<file path="src/hdl/spq_pkg.sv">
// Shared types, constants and helpers of the sorted priority queue.
package spq_pkg;

    localparam int CAPACITY      = 16;
    localparam int PRIORITY_BITS = 16;

    localparam int IDX_W   = $clog2(CAPACITY);
    localparam int CNT_W   = $clog2(CAPACITY + 1);
    localparam int PRIO_W  = PRIORITY_BITS;
    localparam int DATA_W  = 8;
    localparam int PIN_W   = 16;
    localparam int COUNT_W = 5;

    typedef enum logic [1:0] {
        REQ_PUSH = 2'd0,
        REQ_POP  = 2'd1,
        REQ_PEEK = 2'd2,
        REQ_NOP  = 2'd3
    } t_req;

    typedef enum logic [1:0] {
        ST_OK    = 2'd0,
        ST_EMPTY = 2'd1,
        ST_FULL  = 2'd2,
        ST_RSVD  = 2'd3
    } t_status;

    typedef struct packed {
        logic [DATA_W-1:0]        data;
        logic signed [PRIO_W-1:0] prio;
    } t_entry;

    typedef struct packed {
        logic [DATA_W-1:0]  data_out;
        t_status            status;
        logic               is_empty;
        logic [COUNT_W-1:0] entry_count;
    } t_result;

    // Pass the incoming priority through as a signed value; it already has the slot width.
    function automatic logic signed [PRIO_W-1:0] decode_prio(input logic signed [PIN_W-1:0] raw);
        decode_prio = PRIO_W'(raw);
    endfunction

endpackage

</file>
<file path="src/hdl/spq_store.sv">
// Slot memory of the queue: one write port, one read port with registered data.
module spq_store (
    input  logic                       i_clk,
    input  logic                       i_we,
    input  logic [spq_pkg::IDX_W-1:0]  i_waddr,
    input  spq_pkg::t_entry            i_wdata,
    input  logic [spq_pkg::IDX_W-1:0]  i_raddr,
    output spq_pkg::t_entry            o_rdata
);
    import spq_pkg::*;

    t_entry r_mem [CAPACITY];
    t_entry r_rdata;

    always_ff @(posedge i_clk) begin
        if (i_we) begin
            r_mem[i_waddr] <= i_wdata;
        end
        r_rdata <= r_mem[i_raddr];
    end

    assign o_rdata = r_rdata;

endmodule

</file>
<file path="src/hdl/spq_seq.sv">
// Sequencer of the queue: walks the slot memory one entry at a time through a
// single priority comparator to insert, remove or read the head.
module spq_seq (
    input  logic                        i_clk,
    input  logic                        i_rst_n,
    input  logic                        i_req_valid,
    output logic                        o_req_ready,
    input  spq_pkg::t_req               i_req_type,
    input  logic [spq_pkg::DATA_W-1:0]  i_data,
    input  logic [spq_pkg::PIN_W-1:0]   i_prio,
    input  logic                        i_res_free,
    output logic                        o_res_valid,
    output spq_pkg::t_result            o_res
);
    import spq_pkg::*;

    typedef enum logic [8:0] {
        S_IDLE = 9'b000000001,
        S_RD   = 9'b000000010,
        S_CMP  = 9'b000000100,
        S_PUT  = 9'b000001000,
        S_HRD  = 9'b000010000,
        S_HEAD = 9'b000100000,
        S_MRD  = 9'b001000000,
        S_MOV  = 9'b010000000,
        S_DONE = 9'b100000000
    } t_state;

    t_state              r_state, n_state;
    logic [CNT_W-1:0]    r_count, n_count;
    logic [IDX_W-1:0]    r_idx, n_idx;
    t_entry              r_new, n_new;
    logic [DATA_W-1:0]   r_dout, n_dout;
    t_status             r_status, n_status;

    logic                we;
    logic [IDX_W-1:0]    waddr;
    t_entry              wdata;
    logic [IDX_W-1:0]    raddr;
    t_entry              rdata;
    logic                keep_ahead;

    spq_store u_store (
        .i_clk   (i_clk),
        .i_we    (we),
        .i_waddr (waddr),
        .i_wdata (wdata),
        .i_raddr (raddr),
        .o_rdata (rdata)
    );

    // The one comparator: does the slot read stay ahead of the new entry.
    assign keep_ahead = (rdata.prio >= r_new.prio);

    always_comb begin
        n_state  = r_state;
        n_count  = r_count;
        n_idx    = r_idx;
        n_new    = r_new;
        n_dout   = r_dout;
        n_status = r_status;
        we       = 1'b0;
        waddr    = r_idx;
        wdata    = r_new;
        raddr    = r_idx;
        case (r_state)
            S_IDLE: begin
                if (i_req_valid) begin
                    n_new.data = i_data;
                    n_new.prio = decode_prio(i_prio);
                    n_dout     = '0;
                    n_status   = ST_OK;
                    case (i_req_type)
                        REQ_PUSH: begin
                            if (r_count >= CNT_W'(CAPACITY)) begin
                                n_status = ST_FULL;
                                n_state  = S_DONE;
                            end else begin
                                n_idx   = r_count[IDX_W-1:0];
                                n_state = (r_count == '0) ? S_PUT : S_RD;
                            end
                        end
                        REQ_POP, REQ_PEEK: begin
                            if (r_count == '0) begin
                                n_status = ST_EMPTY;
                                n_state  = S_DONE;
                            end else begin
                                n_idx   = (i_req_type == REQ_POP) ? IDX_W'(1) : '0;
                                n_state = S_HRD;
                            end
                        end
                        default: begin
                            n_state = S_DONE;
                        end
                    endcase
                end
            end
            S_RD: begin
                raddr   = r_idx - IDX_W'(1);
                n_state = S_CMP;
            end
            S_CMP: begin
                if (keep_ahead) begin
                    n_state = S_PUT;
                end else begin
                    // Move the lower-priority entry one slot toward the tail.
                    we    = 1'b1;
                    wdata = rdata;
                    n_idx = r_idx - IDX_W'(1);
                    n_state = (r_idx == IDX_W'(1)) ? S_PUT : S_RD;
                end
            end
            S_PUT: begin
                we      = 1'b1;
                n_count = r_count + CNT_W'(1);
                n_state = S_DONE;
            end
            S_HRD: begin
                raddr   = '0;
                n_state = S_HEAD;
            end
            S_HEAD: begin
                n_dout = rdata.data;
                // r_idx is one on a pop and zero on a peek.
                if (r_idx == '0) begin
                    n_state = S_DONE;
                end else if (r_count == CNT_W'(1)) begin
                    n_count = '0;
                    n_state = S_DONE;
                end else begin
                    n_state = S_MRD;
                end
            end
            S_MRD: begin
                raddr   = r_idx;
                n_state = S_MOV;
            end
            S_MOV: begin
                we    = 1'b1;
                waddr = r_idx - IDX_W'(1);
                wdata = rdata;
                if (CNT_W'(r_idx) == r_count - CNT_W'(1)) begin
                    n_count = r_count - CNT_W'(1);
                    n_state = S_DONE;
                end else begin
                    n_idx   = r_idx + IDX_W'(1);
                    n_state = S_MRD;
                end
            end
            S_DONE: begin
                if (i_res_free) begin
                    n_state = S_IDLE;
                end
            end
            default: begin
                n_state = S_IDLE;
            end
        endcase
    end

    always_ff @(posedge i_clk) begin
        if (!i_rst_n) begin
            r_state <= S_IDLE;
            r_count <= '0;
        end else begin
            r_state <= n_state;
            r_count <= n_count;
        end
        r_idx    <= n_idx;
        r_new    <= n_new;
        r_dout   <= n_dout;
        r_status <= n_status;
    end

    assign o_req_ready      = (r_state == S_IDLE);
    assign o_res_valid      = (r_state == S_DONE) && i_res_free;
    assign o_res.data_out   = r_dout;
    assign o_res.status     = r_status;
    assign o_res.is_empty   = (r_count == '0);
    assign o_res.entry_count = COUNT_W'(r_count);

endmodule

</file>
<file path="src/hdl/sorted_priority_queue_top.sv">
// Top level of the sorted priority queue with its stream ports and output register.
//
// The queue holds up to CAPACITY bytes, each with a signed priority, in a slot
// memory kept sorted by descending priority; equal priorities leave in arrival
// order. A request is a push, a pop or a peek (tuser), and every request gives
// exactly one result transfer carrying the byte, a status, an empty flag and the
// entry count. One request is worked on at a time by a sequencer that steps
// through the slot memory with a single read port, a single write port and one
// priority comparator; on a push each slot visited is read, then compared and
// written. A push moves each lower-priority entry one slot toward the tail
// before it writes the new one, a pop reads the head and then moves every other
// entry one slot toward the head, a peek reads only the head, and a dropped
// push, an empty pop or peek, or the unused request code go straight to the
// result. The result sits in an output register, so the next request is taken
// while it waits.
module sorted_priority_queue_top (
    input  logic        i_clk,
    input  logic        i_rst_n,
    // Request side.
    input  logic        i_s_axis_tvalid,
    output logic        o_s_axis_tready,
    input  logic [23:0] i_s_axis_tdata,   // [7:0] data_in, [23:8] priority_in
    input  logic [1:0]  i_s_axis_tuser,   // [1:0] req_type
    // Result side.
    output logic        o_m_axis_tvalid,
    input  logic        i_m_axis_tready,
    output logic [15:0] o_m_axis_tdata,   // [7:0] data_out, [8] is_empty,
                                          // [13:9] entry_count, [15:14] zero
    output logic [1:0]  o_m_axis_tuser    // [1:0] status
);
    import spq_pkg::*;

    logic    res_free;
    logic    res_valid;
    t_result res;

    logic    r_m_valid;
    t_result r_m_res;

    // The output register can take a new result when empty or being drained.
    assign res_free = !r_m_valid || i_m_axis_tready;

    spq_seq u_seq (
        .i_clk       (i_clk),
        .i_rst_n     (i_rst_n),
        .i_req_valid (i_s_axis_tvalid),
        .o_req_ready (o_s_axis_tready),
        .i_req_type  (t_req'(i_s_axis_tuser)),
        .i_data      (i_s_axis_tdata[DATA_W-1:0]),
        .i_prio      (i_s_axis_tdata[DATA_W +: PIN_W]),
        .i_res_free  (res_free),
        .o_res_valid (res_valid),
        .o_res       (res)
    );

    // Hold the result until the downstream transfer completes.
    always_ff @(posedge i_clk) begin
        if (!i_rst_n) begin
            r_m_valid <= 1'b0;
        end else if (res_free) begin
            r_m_valid <= res_valid;
        end
        if (res_free && res_valid) begin
            r_m_res <= res;
        end
    end

    assign o_m_axis_tvalid = r_m_valid;
    assign o_m_axis_tdata  = {2'b00, r_m_res.entry_count, r_m_res.is_empty, r_m_res.data_out};
    assign o_m_axis_tuser  = r_m_res.status;

endmodule
</file>
<file path="config.mk">
export PLATFORM = sky130hd
export DESIGN_NAME = sorted_priority_queue_top
export DESIGN_NICKNAME = d
export VERILOG_FILES = /design/src/hdl/spq_pkg.sv /design/src/hdl/spq_store.sv /design/src/hdl/spq_seq.sv /design/src/hdl/sorted_priority_queue_top.sv
export SDC_FILE = /design/constraint.sdc
export NUM_CORES = 1
export LEC_CHECK = 0
export ABC_AREA = 1
export BUFFER_PORTS_ARGS = -buffer_cell sky130_fd_sc_hd__buf_2
export CORE_ASPECT_RATIO = 1.1
export CORE_MARGIN = 2
export CORE_UTILIZATION = 30
export DETAILED_ROUTE_END_ITERATION = 8
export HOLD_SLACK_MARGIN = 0.12
export SLEW_MARGIN = 15
export SYNTH_ARGS = -nofsm -noshare
export SYNTH_HDL_FRONTEND = slang
export SYNTH_SLANG_ARGS = --single-unit
export TNS_END_PERCENT = 10
</file>
<file path="constraint.sdc">
create_clock -name i_clk -period 3 [get_ports i_clk]
set_clock_uncertainty 0.05 [all_clocks]
set_input_delay 0.6 -clock i_clk [delete_from_list [all_inputs] [get_ports i_clk]]
set_output_delay 0.6 -clock i_clk [all_outputs]
set_load 0.1 [all_outputs]
</file>
; Yosys cells after proc, flatten, opt, wreduce, memory -nomap -nowiden
; Memories as Yosys holds them, arrays and structs flattened. A register that Yosys moved wholly into a read port is not among the register bits.
; Index checks and enable logic that the tools add are counted.
[word_totals]
regBits = 69
mem_bits_rw = 384
in_bits = 30
wordCells = 97
memories = 1
[memory_table]
columns = memory, words, width, rd, rd_ports_with_merged_regs, write_ports, line_no
row1 = u_seq.u_store.r_mem, 16, 24, 1, 1, 1, spq_store.sv:12  ; t_entry r_mem [CAPACITY];
[op_classes]
addsub = 4
magnitude_cmp = 2
eq_ne = 24
muxes = 37
n_reduce_logical = 17
[ops]
columns = cell, n
row1 = 9-bit case mux with 9 select lines, 1
row2 = 9-bit 2-to-1 mux, 8
row3 = 24-bit case mux with 2 select lines, 1
row4 = 4-bit 2-to-1 mux, 8
row5 = 24-bit 2-to-1 mux, 1
row6 = 9-bit case mux with 2 select lines, 1
row7 = 16-bit >= comparator, 1
row8 = 4-bit case mux with 2 select lines, 2
row9 = 8-bit case mux with 2 select lines, 1
row10 = 5-bit 2-to-1 mux, 3
row11 = 5-bit case mux with 3 select lines, 1
row12 = 4-bit case mux with 3 select lines, 1
row13 = 2-bit != test (second input constant), 5
row14 = 9-bit by 1-bit == test with 1-bit output (second input constant), 1
row15 = 9-bit by 2-bit == test with 1-bit output (second input constant), 1
row16 = 9-bit by 3-bit == test with 1-bit output (second input constant), 1
row17 = 9-bit by 4-bit == test with 1-bit output (second input constant), 1
row18 = 9-bit by 5-bit == test with 1-bit output (second input constant), 1
row19 = 9-bit by 6-bit == test with 1-bit output (second input constant), 1
row20 = 9-bit by 7-bit == test with 1-bit output (second input constant), 1
row21 = 9-bit by 8-bit == test with 1-bit output (second input constant), 1
row22 = 9-bit == test (second input constant), 1
row23 = 8-bit 2-to-1 mux, 1
row24 = 7-bit AND reduction, 1
row25 = 28 further kinds, 39

; Logic depth before layout (Yosys ltp)
[depth]
depth_word = 6
depth_mapped = 17
ltp_nobuf = 17

; Cells and area by module
; A second synthesis with hierarchy kept.
[unflattened]
cells_unflattened = 2039
area_unflattened_um2 = 21204.1
[by_module_without_submodules]
columns = mod, n_inst, cells_each, area_per_inst_um2, seq_area_each_um2
row1 = spq_store, 1, 1597, 16951.3, 12011.5
row2 = spq_seq, 1, 416, 3702.3, 1421.4
row3 = sorted_priority_queue_top, 1, 26, 550.5, 500.5

; Least setup slack after synthesis
; No wires, ideal clock.
[synth_path]
path_type = reg2reg
from = register u_seq.r_new[15] (netlist bit)
to = memory u_seq.u_store.r_mem[0][0] (netlist bit) (enable)
arrival_time_ns = 2.679
path_slack_ns = -0.134
path_stages_with_launch = 13
cell_sequence = edfxtp_1 inv_1 ha_1 nand2_1 nor3_1 nand2_1 nand3_1 nand2_1 nor2_1 nand2_1 nand2_1 nand3_1 nor2_1
[synth_via]
elab_chain_cells = 5
[synth_lines]
columns = item, line_no
row1 = "start, declared", spq_seq.sv:32  ; t_entry r_new, n_new;
row2 = "start signal, assigned", spq_seq.sv:170  ; r_new <= n_new;
row3 = 16-bit >= comparator, spq_seq.sv:53  ; assign keep_ahead = (rdata.prio >= r_new.prio);
row4 = 1-bit 2-to-1 mux, spq_seq.sv:103  ; if (keep_ahead) begin
row5 = 1-bit case mux with 2 select lines, spq_seq.sv:66  ; case (r_state)
row6 = 1-bit 2-to-1 mux, spq_store.sv:16  ; if (i_we) begin
row7 = 1-bit 2-to-1 mux (not written as such), spq_store.sv:17  ; r_mem[i_waddr] <= i_wdata;
row8 = "end, declared", spq_store.sv:12
; No other way between the ends.

; Worst setup path after layout
[layout_path]
from = register u_seq.r_state[6]
to = output port o_s_axis_tready
[layout_via]
elab_chain_cells = 1
[layout_lines]
columns = item, line_no
row1 = "start, declared", spq_seq.sv:29  ; t_state r_state, n_state;
row2 = "start signal, assigned", spq_seq.sv:166  ; r_state <= n_state;
row3 = 9-bit by 1-bit == test with 1-bit output, spq_seq.sv:175  ; assign o_req_ready = (r_state == S_IDLE);
row4 = "end, declared", sorted_priority_queue_top.sv:21  ; output logic o_s_axis_tready,
; No other way between the ends.

==> results_dict.tcl <==
set metrics [dict create \
    antenna_cells 0 \
    grt_pass1_vias 14124 \
    cp_slowest_stage_delay_ns 0.36 \
    wl_per_cell_um 18.3 \
    cp.required_ns 2.35 \
    fin_nets 2077 \
    row_count 101 \
    postSynthCellCount 1918 \
    cap_violations 0 \
    ant_nets 0 \
    grt_pass1_wl_um 83900 \
    final-setup-viol-count 0 \
    antenna_found_initial 0 \
    area_delta_synth_final_pct 18.5 \
    crit_chain "nor2_1 -> nand2_1 -> nor2_4 -> nand4_1 -> inv_1 -> buf_4" \
    vias_per_cell 4.76 \
    synth_seq_cells 477 \
    port_buffers 47 \
    slew_headroom_pct 52.8 \
    worstSkewPairLatency_ns 0.59 \
    gp_congestion 0.856 \
    grt_use_met1_pct 18.6 \
    cts_root_buf "clkbuf_16" \
    crit_slowest_cell "nand4_1" \
    placed_cells 2887 \
    clockBufferDepth 3 \
    async_flop_share_pct 0 \
    synth.distinct_cells 39 \
    cts_tree "yes" \
    clk_pin_slew_ns 0.06 \
    p_leak_nw 9.75 \
    min_period_ns 2.92 \
    finalHoldWorstSlack_ns 0.153 \
    rsz0062_at_grt "yes" \
    synth_warnings 0 \
    ios 50 \
    grt_use_met3_pct 2.24 \
    end_kind "primary output" \
    top_usage_layer "met2" \
    cp.arrival_ns 2.27 \
    fin_area_sq_mm 0.0249 \
    synth_edf_count 438 \
    ys.flop_type "edfxtp_1" \
    reg2reg_setup_slack_ns 0.17 \
    maxSlewViolCount 0 \
    die_area_sq_mm 0.0722 \
    cp-start-kind "register" \
    grt_max_degree 145 \
    powerDensity_mw_per_mm2 618 \
    fp.coreArea_sq_mm 0.0691 \
    crit_type "register to primary output" \
    hp-class "input port to register" \
    gr-usage-met2_pct 26.7 \
    status "complete, no violations" \
    grt_remaining_overflow 0 \
    tightest_slew_ns 0.708 \
    yosysSeqAreaShare_pct 66.3 \
    ir_drop_uv 401 \
    postSynthAreaPerCell_sq_um 11.0 \
    grt_usage_pct 15.0 \
    htreeDepth 2 \
    totalWireLength_um 54600 \
    cts.sinks 477 \
    drtPass1Iterations 5 \
    drc 0 \
    drt-initial-drc-count 1206 \
    dpl_cell_area_sq_mm 0.0232 \
    hold_viol_final 0 \
    dieWidth_um 256 \
    fin_cells 2983 \
    crit_fanout 6 \
    cts_buffers 48 \
    dieHeight_um 282 \
    min_period_over_period_pct 97.3 \
    vias 14195 \
    dpl.hpwl_um 34000 \
    synth_area_sq_mm 0.0210 \
    initial_core_util_pct 30.4 \
    fmax_mhz 343 \
    drive_above_1_share_pct 12.2 \
]
==> registers in the layout, summed over array words and instances (netlist names) <==
name	count
u_seq.r_dout	8
u_seq.u_store.r_mem	384
u_seq.r_idx	4
o_m_axis_tvalid	1
o_m_axis_tdata	14
u_seq.r_status	2
u_seq.r_new	24
u_seq.u_store.o_rdata	24
u_seq.r_state	9
u_seq.r_count	5
o_m_axis_tuser	2
==> worst max-delay path, delay by kind of cell (launching register included) <==
family	cells	cell delay, ns
simple gates	4	0.81
flops	1	0.32
buf+inv	2	0.55
==> what timing repair did <==
item / 4_1_cts / 5_1_grt
endpoints found under the setup margin: 1 / 315
buffers inserted: 0 / 0
hold buffers: 9 / 0
endpoints found under the hold margin: 9 / 0
gates resized for setup: 1 / 3
pin swaps: 0 / 0
==> final timing paths <==
path                                       from                             endpoint  cells past startpoint
setup / recovery  u_seq.r_state[6]$_SDFFE_PN0P_                      o_s_axis_tready                      6
hold / removal               i_s_axis_tdata[19]            u_seq.r_new[11]$_DFFE_PP_                      1
setup reg to reg       u_seq.r_new[7]$_DFFE_PP_  u_seq.u_store.r_mem[8][9]$_DFFE_PP_                     16
hold reg to reg   u_seq.r_dout[2]$_SDFFCE_PN0P_          o_m_axis_tdata[2]$_DFFE_PP_                      0
==> routing by layer <==
layer,routed length [um],up-vias,share of wire [%]
li1,-,6729,-
met1,22600,6893,41
met2,27400,461,50
met3,2890,112,5.3
met4,1630,0,3.0
met5,0,-,0
==> through the flow <==
step	setup WS, ns	total power (W)	util [%]	TNS (ns)
4_1_cts	0.0640	0.0155	36.0	0
2_1_floorplan	-0.134	0.00860	-	-42.91
3_3_place_gp	0.122	0.00919	33.5	0
3_5_place_dp	0.0889	0.00921	33.5	0
5_1_grt	-0.0123	0.0159	36.0	-0.0123
6_report	0.0816	0.0154	36.0	0
==> Yosys cell counts (all sizes together), types with 4 or more instances <==
master	count	area, sq um
or2	4	25.0
nand3b	145	1090
nand4	5	31.3
ha	28	350
nand3	331	1670
buf	61	423
a21oi	14	70.1
o21ai	51	259
clkbuf	39	146
inv	243	912
nor3	9	45.0
nor2	55	219
xor2	8	70.1
dfxtp	39	781
edfxtp	438	13200
nand2	432	1640
==> cells by family after synthesis <==
group,Yosys count,share of synthesized area (%)
compound gates,73,1.89
simple gates,983,22.5
other cells,1,0.0179
buf+inv,345,7.09
flops,477,66.3
fa+ha+maj,28,1.67
xor+xnor,11,0.459
==> report_power, final <==
group | internal, W | switching, W | leakage [nW]
Clock | 0.00379 | 0.00251 | 0.792
Combinational | 0.000436 | 0.00109 | 4.67
Sequential | 0.00750 | 0.0000567 | 4.28
Total | 0.0117 | 0.00365 | 9.75
==> cells in the final DEF (no fill, tap or decap), types with 3 or more instances in the layout <==
cell,synthesis,final
inv_1,239,239
bufinv_16,0,9
clkinv_2,0,5
xnor2_1,3,3
buf_2,32,46
nand4_1,5,5
a21oi_1,14,14
buf_4,11,59
or2_2,3,3
o21ai_1,9,9
nand2_1,426,423
nor2_1,52,35
clkbuf_1,39,13
dlygate4sd3_1,0,9
nand3b_1,145,145
nor3_1,9,9
buf_12,0,36
dfxtp_1,39,39
clkbuf_16,0,49
nand3_1,329,329
nor2_4,1,17
nor2_2,2,3
o21ai_0,41,41
nand2_2,5,6
ha_1,28,28
inv_2,4,4
xor2_1,8,8
edfxtp_1,438,438
clkinv_1,2,8
==> layout make-up <==
cell class	instances	area [sq um]
Sequential cell	477	13900
Timing Repair Buffer	150	1480
Fill cell	6746	44200
Tap cell	927	1160
Multi-Input combinational cell	1097	5770
Inverter	245	920
Clock buffer	63	1290
Clock inverter	24	350
Power figures use the tool's default switching activity.
